`config.mk`:
```
export PLATFORM = sky130hd
export DESIGN_NAME = led_strip_effect_renderer_unit_flat
export DESIGN_NICKNAME = d
export VERILOG_FILES = /design/src/sv/lser_pkg.sv /design/src/sv/lser_if.sv /design/src/sv/led_strip_effect_renderer_unit.sv /design/src/sv/lser_ctrl.sv /design/src/sv/lser_dp.sv /design/src/flat_wrapper.sv
export SDC_FILE = /design/constraint.sdc
export NUM_CORES = 2
export LEC_CHECK = 0
export BUFFER_PORTS_ARGS = -buffer_cell sky130_fd_sc_hd__buf_2
export CORE_ASPECT_RATIO = 0.7
export CORE_MARGIN = 4
export CORE_UTILIZATION = 50
export CTS_CLUSTER_DIAMETER = 50
export DETAILED_ROUTE_END_ITERATION = 16
export PLACE_DENSITY = 0.71
export REMOVE_ABC_BUFFERS = 1
export SYNTH_ARGS = -nofsm -noshare
export SYNTH_HDL_FRONTEND = slang
export SYNTH_SLANG_ARGS = --single-unit
export TNS_END_PERCENT = 10
```
`constraint.sdc`:
```
create_clock -name clk -period 25.4 [get_ports clk]
set_clock_uncertainty 0.2 [all_clocks]
set_input_delay 2.54 -clock clk [delete_from_list [all_inputs] [get_ports clk]]
set_output_delay 2.54 -clock clk [all_outputs]
set_load 0.005 [all_outputs]
```
`src/sv/lser_pkg.sv`:
```
`timescale 1ns / 1ps
package lser_pkg;
	localparam int LED_COUNT_DEF = 10;
	localparam logic [7:0] MAX_BRIGHT_RST = 8'd48;
	localparam logic [1:0] BASE_PAT_RST = 2'd3;

	localparam logic [1:0] REG_MAX_BRIGHT = 2'd0;
	localparam logic [1:0] REG_BASE_PAT = 2'd1;

	localparam logic [2:0] FX_BUMP = 3'd0;
	localparam logic [2:0] FX_COLLECT = 3'd1;
	localparam logic [2:0] FX_WIN = 3'd2;
	localparam logic [2:0] FX_SWEEP_LR = 3'd3;
	localparam logic [2:0] FX_SWEEP_RL = 3'd4;
	localparam logic [2:0] FX_GATHER = 3'd5;
	localparam logic [2:0] FX_SPREAD = 3'd6;
	localparam logic [2:0] FX_FLASH = 3'd7;

	localparam logic [1:0] BP_OFF = 2'd0;
	localparam logic [1:0] BP_NEAR = 2'd1;
	localparam logic [1:0] BP_IDLE = 2'd2;
	localparam logic [1:0] BP_AMBIENT = 2'd3;

	typedef struct packed {
		logic start;    // latch frame parameters for a new tick
		logic pix_go;   // render pixel at current index
		logic prep;     // derive per-frame values from the latched ones
	} ctl_cmd_t;

	typedef struct packed {
		logic last;     // current pixel is the last one
	} ctl_sts_t;

	typedef struct packed {
		logic [7:0] r;
		logic [7:0] g;
		logic [7:0] b;
	} rgb_t;

	function automatic logic [6:0] fx_len(input logic [2:0] k);
		logic [6:0] v;
		begin
			unique case (k)
				FX_BUMP: v = 7'd6;
				FX_COLLECT: v = 7'd10;
				FX_WIN: v = 7'd64;
				FX_SWEEP_LR: v = 7'd18;
				FX_SWEEP_RL: v = 7'd18;
				FX_GATHER: v = 7'd20;
				FX_SPREAD: v = 7'd20;
				default: v = 7'd10;
			endcase
			return v;
		end
	endfunction

	function automatic logic [7:0] qsin(input logic [6:0] j);
		logic [7:0] v;
		begin
			unique case (j)
				7'd0: v = 8'd0; 7'd1: v = 8'd6; 7'd2: v = 8'd13; 7'd3: v = 8'd19;
				7'd4: v = 8'd25; 7'd5: v = 8'd31; 7'd6: v = 8'd37; 7'd7: v = 8'd44;
				7'd8: v = 8'd50; 7'd9: v = 8'd56; 7'd10: v = 8'd62; 7'd11: v = 8'd68;
				7'd12: v = 8'd74; 7'd13: v = 8'd80; 7'd14: v = 8'd86; 7'd15: v = 8'd92;
				7'd16: v = 8'd98; 7'd17: v = 8'd103; 7'd18: v = 8'd109; 7'd19: v = 8'd115;
				7'd20: v = 8'd120; 7'd21: v = 8'd126; 7'd22: v = 8'd131; 7'd23: v = 8'd136;
				7'd24: v = 8'd142; 7'd25: v = 8'd147; 7'd26: v = 8'd152; 7'd27: v = 8'd157;
				7'd28: v = 8'd162; 7'd29: v = 8'd167; 7'd30: v = 8'd171; 7'd31: v = 8'd176;
				7'd32: v = 8'd180; 7'd33: v = 8'd185; 7'd34: v = 8'd189; 7'd35: v = 8'd193;
				7'd36: v = 8'd197; 7'd37: v = 8'd201; 7'd38: v = 8'd205; 7'd39: v = 8'd208;
				7'd40: v = 8'd212; 7'd41: v = 8'd215; 7'd42: v = 8'd219; 7'd43: v = 8'd222;
				7'd44: v = 8'd225; 7'd45: v = 8'd228; 7'd46: v = 8'd231; 7'd47: v = 8'd233;
				7'd48: v = 8'd236; 7'd49: v = 8'd238; 7'd50: v = 8'd240; 7'd51: v = 8'd242;
				7'd52: v = 8'd244; 7'd53: v = 8'd246; 7'd54: v = 8'd247; 7'd55: v = 8'd249;
				7'd56: v = 8'd250; 7'd57: v = 8'd251; 7'd58: v = 8'd252; 7'd59: v = 8'd253;
				7'd60: v = 8'd254; 7'd61: v = 8'd254; 7'd62: v = 8'd255; 7'd63: v = 8'd255;
				default: v = 8'd255;
			endcase
			return v;
		end
	endfunction

	// x/255 for x < 65536 via reciprocal and one correction
	function automatic logic [7:0] div255(input logic [15:0] x);
		logic [24:0] p;
		logic [8:0] q;
		logic [16:0] rem;
		begin
			p = 25'(x) * 25'd257;
			q = p[24:16];
			rem = 17'(x) - 17'(q) * 17'd255;
			if (rem >= 17'd255) q = q + 9'd1;
			return q[7:0];
		end
	endfunction
endpackage

```
`src/sv/lser_if.sv`:
```
`timescale 1ns / 1ps
interface lser_in_if;
	logic valid;
	logic ready;
	logic mode;
	logic [2:0] effect_id;
	modport source(output valid, mode, effect_id, input ready);
	modport sink(input valid, mode, effect_id, output ready);
endinterface

interface lser_out_if;
	logic valid;
	logic ready;
	logic [3:0] pixel_index;
	logic [7:0] red;
	logic [7:0] green;
	logic [7:0] blue;
	logic last_pixel;
	modport source(output valid, pixel_index, red, green, blue, last_pixel, input ready);
	modport sink(input valid, pixel_index, red, green, blue, last_pixel, output ready);
endinterface

```
`src/sv/led_strip_effect_renderer_unit.sv`:
```
`timescale 1ns / 1ps
// LED strip effect renderer.
// Input channel in_ch: mode 0 is a frame tick, mode 1 a trigger for effect_id.
// A trigger is taken while idle and produces no word. A tick produces
// LED_COUNT output words on out_ch, pixel 0 first, last_pixel set on the final.
// Config: cfg_we/cfg_index/cfg_data; 0 max_brightness, 1 base_pattern.
// Timing: accepting a tick latches frame values, a setup state derives the
// per-frame values, then one pixel per cycle is rendered into the output
// register when not stalled; in_ready is low until the last pixel is rendered.
// If the receiver stalls the render loop holds at the current pixel.
// Reset: brightness 48, ambient breathing, no effect, tick counter zero.
module led_strip_effect_renderer_unit #(
	parameter int LED_COUNT = lser_pkg::LED_COUNT_DEF
) (
	input logic clk,
	input logic arst_n,
	lser_in_if.sink in_ch,
	lser_out_if.source out_ch,
	input logic cfg_we,
	input logic [1:0] cfg_index,
	input logic [7:0] cfg_data
);
	lser_pkg::ctl_cmd_t cmd;
	lser_pkg::ctl_sts_t sts;
	logic out_free;

	lser_ctrl u_ctrl (
		.clk(clk), .arst_n(arst_n), .in_valid(in_ch.valid), .in_mode(in_ch.mode),
		.in_ready(in_ch.ready), .out_free(out_free), .sts(sts), .cmd(cmd)
	);

	lser_dp #(.LED_COUNT(LED_COUNT)) u_dp (
		.clk(clk), .arst_n(arst_n), .in_fire(in_ch.valid && in_ch.ready),
		.in_mode(in_ch.mode), .in_effect_id(in_ch.effect_id), .cfg_we(cfg_we),
		.cfg_index(cfg_index), .cfg_data(cfg_data), .cmd(cmd), .sts(sts),
		.out_free(out_free), .out_ch(out_ch)
	);
endmodule

```
`src/sv/lser_ctrl.sv`:
```
`timescale 1ns / 1ps
module lser_ctrl (
	input logic clk,
	input logic arst_n,
	input logic in_valid,
	input logic in_mode,
	output logic in_ready,
	input logic out_free,
	input lser_pkg::ctl_sts_t sts,
	output lser_pkg::ctl_cmd_t cmd
);
	localparam logic [1:0] ST_IDLE = 2'd0;
	localparam logic [1:0] ST_PREP = 2'd1;
	localparam logic [1:0] ST_PIX = 2'd2;

	logic [1:0] state_q;

	assign in_ready = (state_q == ST_IDLE);

	always_comb begin
		cmd.start = (state_q == ST_IDLE) && in_valid && !in_mode;
		cmd.pix_go = (state_q == ST_PIX) && out_free;
		cmd.prep = (state_q == ST_PREP);
	end

	always_ff @(posedge clk or negedge arst_n) begin
		if (!arst_n) begin
			state_q <= ST_IDLE;
		end else begin
			unique case (state_q)
				ST_IDLE: if (cmd.start) state_q <= ST_PREP;
				ST_PREP: state_q <= ST_PIX;
				ST_PIX: if (cmd.pix_go && sts.last) state_q <= ST_IDLE;
				default: state_q <= ST_IDLE;
			endcase
		end
	end

	assert property (@(posedge clk) disable iff (!arst_n)
		cmd.start |=> state_q == ST_PREP) else $error("start lost");
	assert property (@(posedge clk) disable iff (!arst_n)
		cmd.pix_go && sts.last |=> in_ready) else $error("frame end lost");
	assert property (@(posedge clk) disable iff (!arst_n)
		!(cmd.start && cmd.pix_go)) else $error("overlap");
endmodule

```
`src/sv/lser_dp.sv`:
```
`timescale 1ns / 1ps
module lser_dp #(
	parameter int LED_COUNT = lser_pkg::LED_COUNT_DEF
) (
	input logic clk,
	input logic arst_n,
	input logic in_fire,
	input logic in_mode,
	input logic [2:0] in_effect_id,
	input logic cfg_we,
	input logic [1:0] cfg_index,
	input logic [7:0] cfg_data,
	input lser_pkg::ctl_cmd_t cmd,
	output lser_pkg::ctl_sts_t sts,
	output logic out_free,
	lser_out_if.source out_ch
);
	localparam int IW = (LED_COUNT > 1) ? $clog2(LED_COUNT) : 1;
	localparam int HALF = LED_COUNT / 2;
	localparam logic [16:0] RCP_N = 17'(65536 / LED_COUNT);
	localparam logic [16:0] RCP_5 = 17'(65536 / 5);
	localparam logic [16:0] RCP_6 = 17'(65536 / 6);
	localparam logic [16:0] RCP_18 = 17'(65536 / 18);
	localparam logic [16:0] RCP_20 = 17'(65536 / 20);
	localparam logic [16:0] RCP_60 = 17'(65536 / 60);

	// x/d for x < 2^16: r = floor(2^16/d) lands on q or q-1, one correction
	function automatic logic [15:0] udiv_rc(input logic [15:0] x, input logic [15:0] d,
		input logic [16:0] r);
		logic [31:0] p;
		logic [15:0] q;
		logic [31:0] rem;
		begin
			p = 32'(x) * 32'(r);
			q = p[31:16];
			rem = 32'(x) - 32'(q) * 32'(d);
			if (rem >= 32'(d)) q = q + 16'd1;
			return q;
		end
	endfunction

	// x/5100 for x < 2^20, reciprocal from below and one correction
	function automatic logic [7:0] div5100(input logic [19:0] x);
		logic [31:0] p;
		logic [11:0] q;
		logic [20:0] rem;
		begin
			p = 32'(x) * 32'd3289;
			q = 12'(p >> 24);
			rem = 21'(x) - 21'(q) * 21'd5100;
			if (rem >= 21'd5100) q = q + 12'd1;
			return q[7:0];
		end
	endfunction

	logic [7:0] maxb_q;
	logic [1:0] bpat_q;
	logic act_q;
	logic [2:0] kind_q;
	logic [6:0] frame_q;
	logic [15:0] tick_q;

	// frame-level latched values
	logic fx_s1;
	logic [2:0] kind_s1;
	logic [6:0] f_s1;
	logic [11:0] wv_s1;
	lser_pkg::rgb_t base_s1;
	lser_pkg::rgb_t fxc_q;
	logic [6:0] head_q, step_q;
	logic [IW-1:0] idx_q;
	logic [2:0] hreg_q;
	logic [5:0] hrem_q;

	// breathing weight, taken at tick accept
	logic [15:0] bprod;
	logic [7:0] sidx;
	logic [7:0] sabs;
	logic [11:0] wv;

	always_comb begin
		bprod = (bpat_q == lser_pkg::BP_IDLE) ? 16'(tick_q * 16'd626) : 16'(tick_q * 16'd1252);
		sidx = bprod[15:8];
		sabs = sidx[6] ? lser_pkg::qsin(7'd64 - {1'b0, sidx[5:0]})
			: lser_pkg::qsin({1'b0, sidx[5:0]});
		if (bpat_q == lser_pkg::BP_IDLE) begin
			wv = sidx[7] ? 12'(12'd1020 - 12'(sabs)) : 12'(12'd1020 + 12'(sabs));
		end else begin
			wv = sidx[7] ? 12'(12'd3060 - 12'(sabs)) : 12'(12'd3060 + 12'(sabs));
		end
	end

	// per-frame values, registered in the setup cycle
	lser_pkg::rgb_t base_c;
	lser_pkg::rgb_t fxc_c;
	logic [13:0] fn;
	logic [15:0] qn;
	logic [15:0] q18;
	logic [6:0] hmod;
	logic [6:0] step_c;
	logic [10:0] x9;
	logic [4:0] q60;
	logic [2:0] hreg_c;
	logic [5:0] hrem_c;
	logic [7:0] e;
	logic [6:0] ad;

	always_comb begin
		// C*w/5100 with w<=3315, C<=255: products fit 20 bits
		unique case (bpat_q)
			lser_pkg::BP_OFF: base_c = '0;
			lser_pkg::BP_NEAR: base_c = '{8'h9F, 8'hD0, 8'h6A};
			default: base_c = '{div5100(20'(wv_s1) * 20'd255), div5100(20'(wv_s1) * 20'h9E),
				div5100(20'(wv_s1) * 20'h3F)};
		endcase
		fn = 14'(f_s1) * 14'(LED_COUNT);
		qn = udiv_rc(16'(f_s1), 16'(LED_COUNT), RCP_N);
		hmod = 7'(16'(f_s1) - qn * 16'(LED_COUNT));
		q18 = udiv_rc(16'(fn), 16'd18, RCP_18);
		step_c = 7'(udiv_rc(16'(f_s1) * 16'(HALF), 16'd20, RCP_20));
		// starting hue 9f mod 360 split into 60-degree region and remainder
		x9 = 11'(f_s1) * 11'd9;
		q60 = 5'(udiv_rc(16'(x9), 16'd60, RCP_60));
		priority if (q60 >= 5'd18) hreg_c = 3'(q60 - 5'd18);
		else if (q60 >= 5'd12) hreg_c = 3'(q60 - 5'd12);
		else if (q60 >= 5'd6) hreg_c = 3'(q60 - 5'd6);
		else hreg_c = 3'(q60);
		hrem_c = 6'(x9 - 11'(q60) * 11'd60);
		ad = (f_s1 > 7'd5) ? 7'(f_s1 - 7'd5) : 7'(7'd5 - f_s1);
		if (kind_s1 == lser_pkg::FX_FLASH) begin
			e = (f_s1 <= 7'd10) ? 8'(7'd5 - ad) : 8'd0;
			fxc_c = '{8'(udiv_rc(16'(e) * 16'hFF, 16'd5, RCP_5)),
				8'(udiv_rc(16'(e) * 16'hE8, 16'd5, RCP_5)),
				8'(udiv_rc(16'(e) * 16'hC0, 16'd5, RCP_5))};
		end else begin
			e = (f_s1 <= 7'd6) ? 8'(7'd6 - f_s1) : 8'd0;
			fxc_c = '{8'(udiv_rc(16'(e) * 16'd255, 16'd6, RCP_6)),
				8'(udiv_rc(16'(e) * 16'd200, 16'd6, RCP_6)),
				8'(udiv_rc(16'(e) * 16'd120, 16'd6, RCP_6))};
		end
	end

	// per-pixel colour
	lser_pkg::rgb_t px;
	logic [6:0] pi;
	logic [7:0] ht;
	logic is_gold, is_tail;
	logic [7:0] a_s;

	always_comb begin
		pi = 7'(idx_q);
		is_gold = 1'b0;
		is_tail = 1'b0;
		px = '0;
		// 255*rem/60 == 17*rem/4
		ht = 8'((10'(hrem_q) * 10'd17) >> 2);
		a_s = 8'(HALF - 1) - {1'b0, step_q};
		unique case (kind_s1)
			lser_pkg::FX_BUMP, lser_pkg::FX_FLASH: px = fxc_q;
			lser_pkg::FX_WIN: begin
				unique case (hreg_q)
					3'd0: px = '{8'd255, ht, 8'd0};
					3'd1: px = '{8'(8'd255 - ht), 8'd255, 8'd0};
					3'd2: px = '{8'd0, 8'd255, ht};
					3'd3: px = '{8'd0, 8'(8'd255 - ht), 8'd255};
					3'd4: px = '{ht, 8'd0, 8'd255};
					default: px = '{8'd255, 8'd0, 8'(8'd255 - ht)};
				endcase
			end
			lser_pkg::FX_COLLECT: begin
				is_gold = (pi == head_q);
				is_tail = (pi == ((head_q == 7'(LED_COUNT - 1)) ? 7'd0 : 7'(head_q + 7'd1)));
			end
			lser_pkg::FX_SWEEP_LR: begin
				is_gold = (pi == head_q);
				is_tail = (head_q != 7'd0) && (pi == 7'(head_q - 7'd1));
			end
			lser_pkg::FX_SWEEP_RL: begin
				// head_q holds n-1-f*n/18, may be negative in 7 bits (wraps, never matches)
				is_gold = (pi == head_q);
				is_tail = (pi == 7'(head_q + 7'd1));
			end
			lser_pkg::FX_GATHER: begin
				is_gold = (step_q < 7'(HALF)) && ((pi == step_q) ||
					(pi == 7'(LED_COUNT - 1) - step_q));
				is_tail = (step_q >= 7'd1) && ((pi == 7'(step_q - 7'd1)) ||
					(pi == 7'(7'(LED_COUNT) - step_q)));
			end
			default: begin
				// spread: a = half-1-step
				is_gold = !a_s[7] && (8'(pi) == a_s || 8'(pi) == 8'(LED_COUNT - 1) - a_s);
				is_tail = ($signed(a_s) >= -8'sd1) && (8'(a_s + 8'd1) < 8'(HALF)) &&
					(8'(pi) == 8'(a_s + 8'd1) || 8'(pi) == 8'(8'(LED_COUNT - 2) - a_s));
			end
		endcase
		if (kind_s1 != lser_pkg::FX_BUMP && kind_s1 != lser_pkg::FX_FLASH &&
			kind_s1 != lser_pkg::FX_WIN) begin
			if (is_tail) px = '{8'h80, 8'h68, 8'h10};
			else if (is_gold) px = '{8'hFF, 8'hD2, 8'h3F};
			else px = '{8'h20, 8'h18, 8'h00};
		end
		// collect: tail is tested before gold, so tail wins; sweeps/gather/spread same order
		if (!fx_s1) px = base_s1;
	end

	logic ov_q;
	logic [3:0] pidx_q;
	lser_pkg::rgb_t oc_q;
	logic last_q;
	assign out_free = !ov_q || out_ch.ready;
	assign sts.last = (idx_q == IW'(LED_COUNT - 1));

	assign out_ch.valid = ov_q;
	assign out_ch.pixel_index = pidx_q;
	assign out_ch.red = oc_q.r;
	assign out_ch.green = oc_q.g;
	assign out_ch.blue = oc_q.b;
	assign out_ch.last_pixel = last_q;

	always_ff @(posedge clk or negedge arst_n) begin
		if (!arst_n) begin
			maxb_q <= lser_pkg::MAX_BRIGHT_RST;
			bpat_q <= lser_pkg::BASE_PAT_RST;
			act_q <= 1'b0;
			kind_q <= '0;
			frame_q <= '0;
			tick_q <= '0;
			ov_q <= 1'b0;
		end else begin
			if (cfg_we && cfg_index == lser_pkg::REG_MAX_BRIGHT) maxb_q <= cfg_data;
			if (cfg_we && cfg_index == lser_pkg::REG_BASE_PAT) bpat_q <= cfg_data[1:0];
			if (in_fire && in_mode) begin
				kind_q <= in_effect_id;
				frame_q <= '0;
				act_q <= 1'b1;
			end
			if (cmd.start) begin
				tick_q <= tick_q + 16'd1;
				if (act_q) begin
					frame_q <= frame_q + 7'd1;
					if (!(frame_q < lser_pkg::fx_len(kind_q))) act_q <= 1'b0;
				end
			end
			if (cmd.pix_go) ov_q <= 1'b1;
			else if (out_ch.ready) ov_q <= 1'b0;
		end
	end

	always_ff @(posedge clk) begin
		if (cmd.start) begin
			fx_s1 <= act_q;
			kind_s1 <= kind_q;
			f_s1 <= frame_q;
			wv_s1 <= wv;
			idx_q <= '0;
		end else if (cmd.prep) begin
			base_s1 <= base_c;
			fxc_q <= fxc_c;
			unique case (kind_s1)
				lser_pkg::FX_COLLECT: head_q <= hmod;
				lser_pkg::FX_SWEEP_RL: head_q <= 7'(7'(LED_COUNT - 1) - 7'(q18));
				default: head_q <= 7'(q18);
			endcase
			step_q <= step_c;
			hreg_q <= hreg_c;
			hrem_q <= hrem_c;
		end else if (cmd.pix_go) begin
			pidx_q <= 4'(idx_q);
			last_q <= sts.last;
			oc_q <= '{lser_pkg::div255(16'(px.r) * 16'(maxb_q)),
				lser_pkg::div255(16'(px.g) * 16'(maxb_q)),
				lser_pkg::div255(16'(px.b) * 16'(maxb_q))};
			idx_q <= sts.last ? '0 : IW'(idx_q + 1'b1);
			// hue advances 36 degrees per pixel
			if (hrem_q >= 6'd24) begin
				hrem_q <= 6'(hrem_q - 6'd24);
				hreg_q <= (hreg_q == 3'd5) ? 3'd0 : 3'(hreg_q + 3'd1);
			end else begin
				hrem_q <= 6'(hrem_q + 6'd36);
			end
		end
	end

	assert property (@(posedge clk) disable iff (!arst_n)
		cmd.pix_go |=> out_ch.valid) else $error("word dropped");
	assert property (@(posedge clk) disable iff (!arst_n)
		out_ch.valid |-> out_ch.pixel_index <= 4'(LED_COUNT - 1) || LED_COUNT > 16)
		else $error("bad index");
	assert property (@(posedge clk) disable iff (!arst_n)
		cmd.pix_go && sts.last |=> out_ch.last_pixel) else $error("last mark");
endmodule

```
`src/flat_wrapper.sv`:
```
// flat-port wrapper written by rule: the top's interface ports become plain ports
module led_strip_effect_renderer_unit_flat 
#(
	parameter int LED_COUNT = lser_pkg::LED_COUNT_DEF
)
  (clk, arst_n, cfg_we, cfg_index, cfg_data, in_ch_valid, in_ch_mode, in_ch_effect_id, in_ch_ready, out_ch_valid, out_ch_pixel_index, out_ch_red, out_ch_green, out_ch_blue, out_ch_last_pixel, out_ch_ready);
  lser_in_if in_ch_i ();
  lser_out_if out_ch_i ();
  input logic clk;
  input logic arst_n;
  input logic cfg_we;
  input logic [1:0] cfg_index;
  input logic [7:0] cfg_data;
  input wire logic [$bits(in_ch_i.valid)-1:0] in_ch_valid;
  input wire logic [$bits(in_ch_i.mode)-1:0] in_ch_mode;
  input wire logic [$bits(in_ch_i.effect_id)-1:0] in_ch_effect_id;
  output wire logic [$bits(in_ch_i.ready)-1:0] in_ch_ready;
  output wire logic [$bits(out_ch_i.valid)-1:0] out_ch_valid;
  output wire logic [$bits(out_ch_i.pixel_index)-1:0] out_ch_pixel_index;
  output wire logic [$bits(out_ch_i.red)-1:0] out_ch_red;
  output wire logic [$bits(out_ch_i.green)-1:0] out_ch_green;
  output wire logic [$bits(out_ch_i.blue)-1:0] out_ch_blue;
  output wire logic [$bits(out_ch_i.last_pixel)-1:0] out_ch_last_pixel;
  input wire logic [$bits(out_ch_i.ready)-1:0] out_ch_ready;
  assign in_ch_i.valid = in_ch_valid;
  assign in_ch_i.mode = in_ch_mode;
  assign in_ch_i.effect_id = in_ch_effect_id;
  assign in_ch_ready = in_ch_i.ready;
  assign out_ch_valid = out_ch_i.valid;
  assign out_ch_pixel_index = out_ch_i.pixel_index;
  assign out_ch_red = out_ch_i.red;
  assign out_ch_green = out_ch_i.green;
  assign out_ch_blue = out_ch_i.blue;
  assign out_ch_last_pixel = out_ch_i.last_pixel;
  assign out_ch_i.ready = out_ch_ready;
  led_strip_effect_renderer_unit #(.LED_COUNT(LED_COUNT)) u_core (.clk(clk), .arst_n(arst_n), .in_ch(in_ch_i), .out_ch(out_ch_i), .cfg_we(cfg_we), .cfg_index(cfg_index), .cfg_data(cfg_data));
endmodule
```
==> run metrics <==
outcome finished, final reports clean; # hold bufs at CTS 0; Core ar. 172000 µm²; area leader, netlist ha_1; gr usage total 0.242; fin worst setup slack between 7 and 8 ns; Post-CTS Setup Repair Bufs 0; CP Max Fanout 14; sequential cell area roughly 4700 µm²; Cell Rows roughly 130; Synth Register Bits between 150 and 200; Layout Cells excl Fill 12.2k; Slew Viols, Final 0; CTS root buf clkbuf_16; final setup violation count 0; routed wire length per instance around 18 µm; Final Net Count approximately 13k; initial antenna violation count 2; Post-CTS Resized 0; Yosys cell types roughly 120; Cell Area, Synth ~87000 µm²; drt drc 0; GP Congestion about 0.97; kind of critical path reg2reg; Final ANT Viol Nets 0; Yosys Warn Count 0; pin count of the biggest net entering global routing 60; Synth-to-Final Area Change 4.15%; clock buffer depth 2; CTS clk-pin slew, worst paths roughly 0.070 ns; measured slew at the worst slew-check pin around 1.2 ns; Via density about 5.6; chip width around 510 µm; cell repeated most along the worst path o21ai_0; Clk Latency, worst-skew pair about 0.55 ns; reg-to-reg endpoint u_core.u_dp.base_s1[12]$_DFFE_PP_; share of cells above drive strength 1 0.0284; Inserted Clock Buffers 17; fillcell total 15.7k; vias in the first global route approximately 69k; CP Capture Type flip-flop; Final Hold Viols 0; Cells after Synth 9856; Worst Path Required about 25 ns; period utilization 0.706; RR Startpoint u_core.u_dp.wv_s1[0]$_DFFE_PP_; HPWL after DPL roughly 190 mm; top cells by area, synth ha_1 28%, fa_1 24%, inv_1 9.0%; critical path startpoint category flip-flop; full die area around 180000 µm²; TritonRoute pass-1 iters 7; Mean Syn Cell Area between 8 and 9 µm²; Post-synth EDFFs approximately 120; Top FF cell, synth edfxtp_1; MaxCap Viol Count 0; I/O pin total 50; R2R setup slack roughly 7.5 ns; via count ~68k; DRT Wirelength 217 mm; H-tree levels 4; number of inserted diodes 0; minimum clock period 17.92 ns; final setup TNS 0 ns; Sink Count between 150 and 200; global-route wire length before repair 360 mm; CP arrival 17.96 ns; Slowest cell on crit path fa_1; ys async rst share 0.236; Cells after DPL ~12k; Setup WS pre-CTS 7.62 ns; crit-path max cell delay roughly 0.78 ns; register area share after synthesis 0.0543; Detailed Route Iter0 Violations about 4.9k; Hold Crit Start u_core.u_dp.tick_q[14]$_DFFE_PN0P_; critical path capture point u_core.u_dp.base_s1[12]$_DFFE_PP_; fmax between 50 and 60 MHz; min-delay worst type reg2reg; CTS tree done; FF-to-FF path depth 66; CP startpoint u_core.u_dp.wv_s1[0]$_DFFE_PP_; most frequent cells in the layout 2096 x inv_1, 1976 x ha_1, 1042 x fa_1, 507 x a21oi_1, 486 x nor2_1; Die Y roughly 360 µm; Initial Util 0.506; port buffer count 49; top-area cell type share of the netlist area 0.284; RSZ-0062 raised after global routing false; area of the multi-input gates around 74000 µm²; gr ovfl total 0; commonest non-fill, non-tap cell in the layout inv_1; max_slew headroom 0.203
[logic make-up (layout without fill, tap and decap cells)]
family                   count (synthesis)  after routing  synth area share
adder cells (fa/ha/maj)               3022           3022             0.524
buffers and inverters                 2239           2242            0.0976
AND/OR/NAND/NOR                       1850           1850             0.107
AO/OA/AOI/OAI                         1773           1773             0.133
XOR/XNOR                               728            728            0.0736
flip-flops                             165            165            0.0543
multiplexers                            79             79           0.00966
[layout make-up]
class                           count  area share
Clock buffer                       19     0.00525
Multi-Input combinational cell   7452       0.815
Tap cell                         2322      0.0321
Timing Repair Buffer              103     0.00718
Clock inverter                     13     0.00139
Inverter                         2107      0.0873
Sequential cell                   165      0.0521
[worst max-delay path: cells and delay by family, from the launching register on]
kind / cells / cell delay (ns)
AOI/OAI and AO/OA: 29 / 5.43
DFF: 1 / 0.71
xor gates and xnor gates: 3 / 1.03
buffers and inverters: 8 / 0.70
adders and majority gates: 16 / 7.29
and+or+nand+nor: 10 / 2.22
[Yosys cell counts, drive strengths merged (14+ instances only)]
| library cell | n |
|---|---|
| a221oi | 27 |
| a211oi | 71 |
| o211ai | 40 |
| ha | 1976 |
| o21ai | 371 |
| nor4 | 26 |
| o31ai | 21 |
| a2111oi | 43 |
| a21o | 167 |
| nand4 | 58 |
| inv | 2102 |
| nand3 | 129 |
| a21oi | 510 |
| nor2 | 488 |
| a31oi | 52 |
| o2111ai | 31 |
| or4 | 15 |
| o21a | 73 |
| or2 | 44 |
| o22ai | 33 |
| a211o | 22 |
| clkbuf | 90 |
| buf | 42 |
| mux2i | 45 |
| or3 | 35 |
| and2 | 116 |
| nor3 | 154 |
| nor2b | 162 |
| a21boi | 31 |
| xnor2 | 476 |
| fa | 1042 |
| nand2 | 372 |
| nand2b | 116 |
| mux2 | 34 |
| xor2 | 251 |
| dfrtp | 35 |
| nor3b | 24 |
| o221ai | 14 |
| and3 | 52 |
| o21bai | 97 |
| edfxtp | 122 |
[layer usage]
metal  track usage  up-vias  share of wire
li1              -    32800              -
met1         0.364    32900           0.49
met2         0.370     1936           0.42
met3        0.0422      172          0.071
met4        0.0362        2          0.013
met5             0        -       0.000078
[metrics by stage]
stage | hold slack [ns] | utilization | cell area, µm²
3_5_place_dp | 0.286 | 0.523 | 90000
2_1_floorplan | 0.266 | - | 86400
3_3_place_gp | 0.289 | 0.523 | 90000
4_1_cts | 0.298 | 0.527 | 90600
5_1_grt | 0.320 | 0.527 | 90600
6_report | 0.292 | 0.527 | 90600
[sequential cells by signal (all words and copies together), names as in the netlist, 3 cells and up]
register / flops
u_core.u_dp.fxc_q: 24
u_core.u_dp.base_s1: 23
u_core.u_dp.tick_q: 15
u_core.u_dp.wv_s1: 12
u_core.u_dp.maxb_q: 8
u_core.u_dp.out_ch.blue: 8
u_core.u_dp.out_ch.green: 8
u_core.u_dp.out_ch.red: 8
u_core.u_dp.f_s1: 7
u_core.u_dp.frame_q: 7
u_core.u_dp.head_q: 7
u_core.u_dp.step_q: 7
u_core.u_dp.hrem_q: 6
u_core.u_dp.idx_q: 4
u_core.u_dp.out_ch.pixel_index: 4
u_core.u_dp.hreg_q: 3
u_core.u_dp.kind_q: 3
u_core.u_dp.kind_s1: 3
[worst min-delay path by stage]
stage / endpoint / slack, ns / cells after the start
finish: u_core.u_dp.tick_q[14]$_DFFE_PN0P_ / 0.29 / 1
global route: u_core.u_dp.tick_q[14]$_DFFE_PN0P_ / 0.32 / 1
floorplan: u_core.u_dp.tick_q[14]$_DFFE_PN0P_ / 0.27 / 1
detailed placement: u_core.u_dp.tick_q[14]$_DFFE_PN0P_ / 0.29 / 1
CTS: u_core.u_dp.tick_q[14]$_DFFE_PN0P_ / 0.30 / 1
global placement: u_core.u_dp.tick_q[14]$_DFFE_PN0P_ / 0.29 / 1
Power is left out: the tool's default activity adds up to more than one toggle a clock period on the data nets, which glitch-free logic cannot reach.
